$ cat src/rtl/psp_isqrt.sv
// pipelined integer square root, one root bit per stage, gives floor(sqrt(rad))
// depends on nothing; RAD_WIDTH must be even
module psp_isqrt #(
	parameter int RAD_WIDTH = 66
) (
	input  logic                   clk,
	input  logic                   en,
	input  logic [RAD_WIDTH-1:0]   rad,
	output logic [RAD_WIDTH/2-1:0] root
);

	localparam int N = RAD_WIDTH / 2;

	logic [RAD_WIDTH-1:0] op_s  [N];
	logic [RAD_WIDTH-1:0] res_s [N];

	logic [RAD_WIDTH-1:0] oin   [N];
	logic [RAD_WIDTH-1:0] rin   [N];
	logic [RAD_WIDTH-1:0] one   [N];
	logic [RAD_WIDTH-1:0] trial [N];
	logic                 fit   [N];

	// per stage: compare against res + one, settle one root bit
	always_comb begin
		for (int k = 0; k < N; k++) begin
			if (k == 0) begin
				oin[k] = rad;
				rin[k] = '0;
			end else begin
				oin[k] = op_s[k-1];
				rin[k] = res_s[k-1];
			end
			one[k]   = {{(RAD_WIDTH-1){1'b0}}, 1'b1} << (RAD_WIDTH - 2 - 2 * k);
			trial[k] = rin[k] + one[k];
			fit[k]   = oin[k] >= trial[k];
		end
	end

	// stage registers
	always_ff @(posedge clk) begin
		if (en) begin
			for (int k = 0; k < N; k++) begin
				op_s[k]  <= fit[k] ? oin[k] - trial[k] : oin[k];
				res_s[k] <= fit[k] ? (rin[k] >> 1) + one[k] : rin[k] >> 1;
			end
		end
	end

	assign root = res_s[N-1][N-1:0];

endmodule

$ cat config.mk
export PLATFORM = sky130hd
export DESIGN_NAME = psp_isqrt
export DESIGN_NICKNAME = d
export VERILOG_FILES = /design/src/rtl/psp_isqrt.sv
export SDC_FILE = /design/constraint.sdc
export NUM_CORES = 2
export LEC_CHECK = 0
export BUFFER_PORTS_ARGS = -buffer_cell sky130_fd_sc_hd__buf_2
export CORE_UTILIZATION = 50
export CTS_CLUSTER_SIZE = 16
export DETAILED_ROUTE_END_ITERATION = 12
export PLACE_DENSITY = 0.69
export RECOVER_POWER = 50
export REMOVE_ABC_BUFFERS = 1
export SLEW_MARGIN = 20
export SYNTH_ARGS = -nofsm -noshare
export SYNTH_HDL_FRONTEND = slang
export SYNTH_MEMORY_MAX_BITS = 65536
export SYNTH_SLANG_ARGS = --single-unit
$ cat constraint.sdc
create_clock -name clk -period 3.8 [get_ports clk]
set_clock_uncertainty 0.15 [all_clocks]
set_input_delay 0.19 -clock clk [delete_from_list [all_inputs] [get_ports clk]]
set_output_delay 0.19 -clock clk [all_outputs]
set_load 0.01 [all_outputs]
# --- Word-level counts from Yosys, hierarchy flattened ---
# Memory sizes are Yosys's and may differ from the RTL's.
# Index checks and enable logic that the tools add are counted.
op_classes:
  add_sub_neg: 97
  multipliers: 0
  div_mod_pow: 0
  order_cmp: 33
  eq_ne: 0
  shift: 0
  mux: 68
  n_bitwise: 0
  n_reduce_logical: 0
ops:
  columns: ["operator", "n"]
  rows:
  - ["two-way mux 66 bit", 65]
  - ["greater-or-equal comparator 66 bit", 32]
  - ["subtractor 66 bit", 32]
  - ["adder 65 x 1 -> 66 bit (second input constant)", 1]
  - ["adder 65 x 11 -> 66 bit (second input constant)", 1]
  - ["adder 65 x 13 -> 66 bit (second input constant)", 1]
  - ["adder 65 x 15 -> 66 bit (second input constant)", 1]
  - ["adder 65 x 17 -> 66 bit (second input constant)", 1]
  - ["adder 65 x 19 -> 66 bit (second input constant)", 1]
  - ["adder 65 x 21 -> 66 bit (second input constant)", 1]
  - ["adder 65 x 23 -> 66 bit (second input constant)", 1]
  - ["adder 65 x 25 -> 66 bit (second input constant)", 1]
  - ["adder 65 x 27 -> 66 bit (second input constant)", 1]
  - ["adder 65 x 29 -> 66 bit (second input constant)", 1]
  - ["adder 65 x 3 -> 66 bit (second input constant)", 1]
  - ["adder 65 x 31 -> 66 bit (second input constant)", 1]
  - ["adder 65 x 33 -> 66 bit (second input constant)", 1]
  - ["adder 65 x 35 -> 66 bit (second input constant)", 1]
  - ["adder 65 x 37 -> 66 bit (second input constant)", 1]
  - ["adder 65 x 39 -> 66 bit (second input constant)", 1]
  - ["adder 65 x 41 -> 66 bit (second input constant)", 1]
  - ["adder 65 x 43 -> 66 bit (second input constant)", 1]
  - ["adder 65 x 45 -> 66 bit (second input constant)", 1]
  - ["adder 65 x 47 -> 66 bit (second input constant)", 1]
  - ["other kinds (47)", 48]
word_totals:
  ff_bits: 0
  latchBits: 0
  ramBits: 4356
  romBits: 0
  in_bits: 68
  wordCells: 200
  memories: 2
mem_list:
  columns: ["name", "words", "width", "read_ports", "rd_ports_with_merged_regs", "write_ports", "line", "source"]
  rows:
  - ["op_s", 33, 66, 32, 0, 33, "14", "logic [RAD_WIDTH-1:0] op_s [N];"]
  - ["res_s", 33, 66, 33, 0, 33, "15", "logic [RAD_WIDTH-1:0] res_s [N];"]

# --- Depth between registers and ports, before layout ---
# An unclocked memory read counts as a cell.
depth:
  ltp_word: 4
  mapped_depth: 15

# --- Worst setup path before layout ---
# OpenSTA, ideal clock, no wires.
synth_timing:
  path_type: "register to register"
  from: "mem op_s[28][13], in the netlist op_s[0][1861]"
  to: "mem op_s[29][64], in the netlist op_s[0][1978] (data pin)"
  setup_ns: 0.258
  t_arrival_ns: 3.573
  required_ns: 3.392
  path_slack_ns: -0.182
  stages_incl_launch_ff: 13
  n_path_buf: 1
  synth_period_minus_slack_ns: 3.982
  path_cell_list: "edfxtp_1 > ha_1 > nand2_1 > or4b_2 > o2111ai_1 > a21oi_1 > or3_1 > a311oi_1 > nor2_1 > nor4_1 > clkbuf_1 > nand4_1 > xnor2_1"
synth_lines:
  columns: ["element", "line"]
  rows:
  - ["start, declared", "14"]

==> summary.txt <==
Finish
  – FF+latch area: 80270 um2
  – Multi-input logic area: 45990 um2
  – Syn-to-layout area delta: 18.37%
  – Fillers: 19750
  – Final Cell Area: 151400 um2
  – Layout Nets: 11990
  – Share of layout cells above drive strength 1: 0.1571
  – Commonest non-fill, non-tap cells in the layout: 2673 x edfxtp_1, 712 x inv_1, 702 x buf_4
  – Commonest non-fill, non-tap cell in the layout: edfxtp_1

STA
  – Slew margin rel.: -0.9024
  – Worst Max-Slew Pin Slew: 2.854 ns
  – Hold Vio Cnt, Final: 0
  – Min Tclk post-route: 3.947 ns
  – FMAX: 253.4 MHz
  – Setup violators final: 53
  – Unrepaired setup endpoints after global routing: true
  – Max-slew violations: 9
  – Fin crit share: 1.039
  – Setup TNS: -3.764 ns
  – Setup ws final: -0.1468 ns

Power
  – Int Pwr: 64.09 mW
  – Sequential power share: 0.447
  – Clock power frac: 0.305
  – P_sw: 27.96 mW
  – Cell area power density: 608.1 nW/um2
  – Comb power frac: 0.248
  – Maximum VDD drop: 0.5064 mV
  – Switching share of power: 0.3037
  – Leak Pwr: 57.92 nW

Global routing
  – First-pass GRT wire length: 519500 um
  – Global-route met1 utilization: 0.2877
  – Largest net degree at the start of global routing: 206
  – Gr busiest metal: met2
  – Routing usage on met3: 0.03862
  – Remaining Overflow, GRT: 0
  – Total track usage: 0.2686
  – Antenna violations before repair: 8
  – Vias in the first global route: 85700
  – GR met2 Demand/Resource: 0.4798

Floorplanning
  – Starting density of the core: 0.5032
  – FP Rows: 185
  – Chip Height: 507.7 um
  – Core Region: 254200 um2
  – I/O Pins: 101
  – Horiz. Die Dim: 507.7 um
  – Die area: 257800 um2

Logic synthesis
  – Post-Syn Area per Cell: 12.58 um2
  – Complex-gate fraction of the synthesized area: 0.09320
  – Main combinational cell family by area after synthesis: simple AND/OR/NAND/NOR gates
  – Post-synthesis mux area share: 0.008169
  – Synth Register Bits: 2673
  – Async SR Flop Fraction: 0
  – Syn Inst Count: 10170
  – Post-synthesis sequential area ratio: 0.6276
  – Synth Area in Adders: 0.05772
  – Post-synthesis cell area: 127900 um2
  – Post-synth EDFFs: 2673
  – Synth warnings: 0
  – Commonest register cell after synthesis: edfxtp_1
  – Post-synth cell types: 90
  – Area share of and/or/nand/nor cells after synthesis: 0.1197
  – Synth Area in XOR/XNOR: 0.06465

Setup path
  – WP data arrival: 4.46 ns
  – Depth of the worst register-to-register path: 9
  – Critical path endpoint: op_s[0][1164]$_DFFE_PP_
  – Worst EP required: 4.31 ns
  – CP Launch Point: op_s[0][1109]$_DFFE_PP_
  – RR Startpoint: op_s[0][1109]$_DFFE_PP_
  – Critical path class: flop to flop
  – Crit path launch type: flop
  – Crit-path max FO: 6
  – R2R Path End: op_s[0][1164]$_DFFE_PP_
  – Reg2Reg Setup Slack: -0.15 ns
  – Worst setup EP type: flop

Status
  – Failing checks: max-capacitance violations, max-slew violations, negative setup slack
  – Run status: finished with violations

Routing
  – Residual DRC: 0
  – Post-DR wirelength/cell: 23.69 um
  – Vias per cell: 5.797
  – Via count: 86420
  – Initial DRT Pass Iterations: 6
  – Starting DRT DRC Count: 7529
  – Remaining antenna violation count: 0
  – Routed WL: 353200 um

Placement
  – IO Port Bufs: 100
  – Detailed Place HPWL: 265600 um
  – DP Area: 138100 um2
  – Final Wtd Congestion: 0.9815

Clock tree
  – Num Clock Sinks: 2673
  – Worst-path clk slew: 0.06 ns
  – Bufs on Longest Clock Path: 4
  – Clock H-tree levels: 5
  – Insertion delay to the later sink of the worst-skew pair: 0.96 ns
  – CTS tree: yes
  – CTS buffer count: 298
  – Root Buffer: clkbuf_16

Run
  – Max cap viols: 1

Worst hold path
  – Hold Crit Class: flop to flop
## worst min path at each step
stage                             startpoint                       end  slack (ns)  cells after the start
floorplan                             rad[0]      op_s[0][0]$_DFFE_PP_        0.14                      0
global placement                     rad[59]     op_s[0][59]$_DFFE_PP_        0.22                      1
detailed placement                   rad[39]     op_s[0][39]$_DFFE_PP_        0.22                      1
CTS                                  rad[39]     op_s[0][39]$_DFFE_PP_        0.22                      3
global route                         rad[49]     op_s[0][49]$_DFFE_PP_        0.26                      3
finish              res_s[0][1216]$_DFFE_PP_  res_s[0][1281]$_DFFE_PP_        0.25                      0
## synth_stat cells (34+ instances only)
cell,count,area share
or2_2,56,0.0027
o31ai_1,35,0.0021
o21bai_1,58,0.0034
a211oi_1,60,0.0035
and3_1,59,0.0029
nand3_1,180,0.0070
mux2_2,83,0.0073
or3_1,104,0.0051
nand2_1,662,0.019
nor2b_1,79,0.0039
ha_1,590,0.058
nand2b_1,122,0.0060
o21a_1,96,0.0056
o21ai_0,514,0.020
edfxtp_1,2673,0.63
nor4_1,341,0.017
a21oi_1,638,0.025
or4_1,88,0.0052
buf_4,34,0.0020
a21o_1,246,0.014
nor4b_1,43,0.0029
nor2_1,680,0.020
inv_1,717,0.021
and2_1,43,0.0021
xor2_1,441,0.030
xnor2_1,503,0.034
nand4_1,152,0.0074
nor3_1,251,0.0098
a31oi_1,39,0.0019
clkbuf_1,161,0.0047
## final cells by class
class,instances,share of cell area
flip-flops and latches,2673,0.5302
multi-input cells,6549,0.3038
repair buffers,1084,0.05819
clock buffers,353,0.05090
well taps,3366,0.02782
inverters,723,0.01795
clock inverters,157,0.01108
diodes,2,0.00003306
## registers in the layout, indices dropped and copies added (netlist names)
signal,flops
op_s,2112
res_s,561
## cell families (layout without fill, tap and decap cells)
family,Yosys count,count (layout)
other cells,0,2
flops,2673,2673
simple gates,2986,2986
xor+xnor,944,944
fa+ha+maj,590,590
mux,93,93
compound gates,1936,1936
buf+inv,945,2317
## power by group through the flow
stage	clock (mW)	sequential [mW]	combinational (mW)
3_5_place_dp	0	41.5	21.4
5_1_grt	29.6	41.3	24.9
4_1_cts	28.4	41.0	21.8
3_3_place_gp	0	41.5	21.0
2_1_floorplan	0	39.8	13.8
6_report	28.1	41.1	22.8
## layer usage
| metal | part of all wire | up-vias |
|---|---|---|
| li1 | - | 40320 |
| met1 | 0.35 | 42180 |
| met2 | 0.51 | 2950 |
| met3 | 0.051 | 969 |
| met4 | 0.088 | 6 |
| met5 | 0.00011 | - |
## worst max-delay path: stages, from the launching register on
cell      delay, ns
edfxtp_1       0.39
or4_4          0.55
or4_4          0.43
or4_4          0.43
or4_4          0.43
or3_4          0.37
a311oi_4       0.29
o211ai_4       0.18
buf_12         0.17
mux2_4         0.29
## through the flow
step | hold slack [ns] | total power, mW | util | setup WS [ns] | std cells
2_1_floorplan | 0.1389 | 53.59 | - | -3.002 | 9945
6_report | 0.2524 | 92.05 | 0.5956 | -0.1468 | 14910
5_1_grt | 0.2635 | 95.86 | 0.5956 | -0.2418 | 14910
3_5_place_dp | 0.2181 | 62.93 | 0.5433 | -0.3670 | 14190
3_3_place_gp | 0.2161 | 62.49 | 0.5433 | -0.3381 | 14190
4_1_cts | 0.2153 | 91.23 | 0.5882 | -0.1509 | 14850
## timing repair
action | CTS | global route
endpoints found under the setup margin | 217 | 443
cloned | 4 | 3
hold endpoints to repair | 1036 | 0
resized for setup | 94 | 365
hold buffers | 134 | 0
buffers inserted | 21 | 55
pin swaps | 32 | 109
Power figures use the tool's default switching activity.
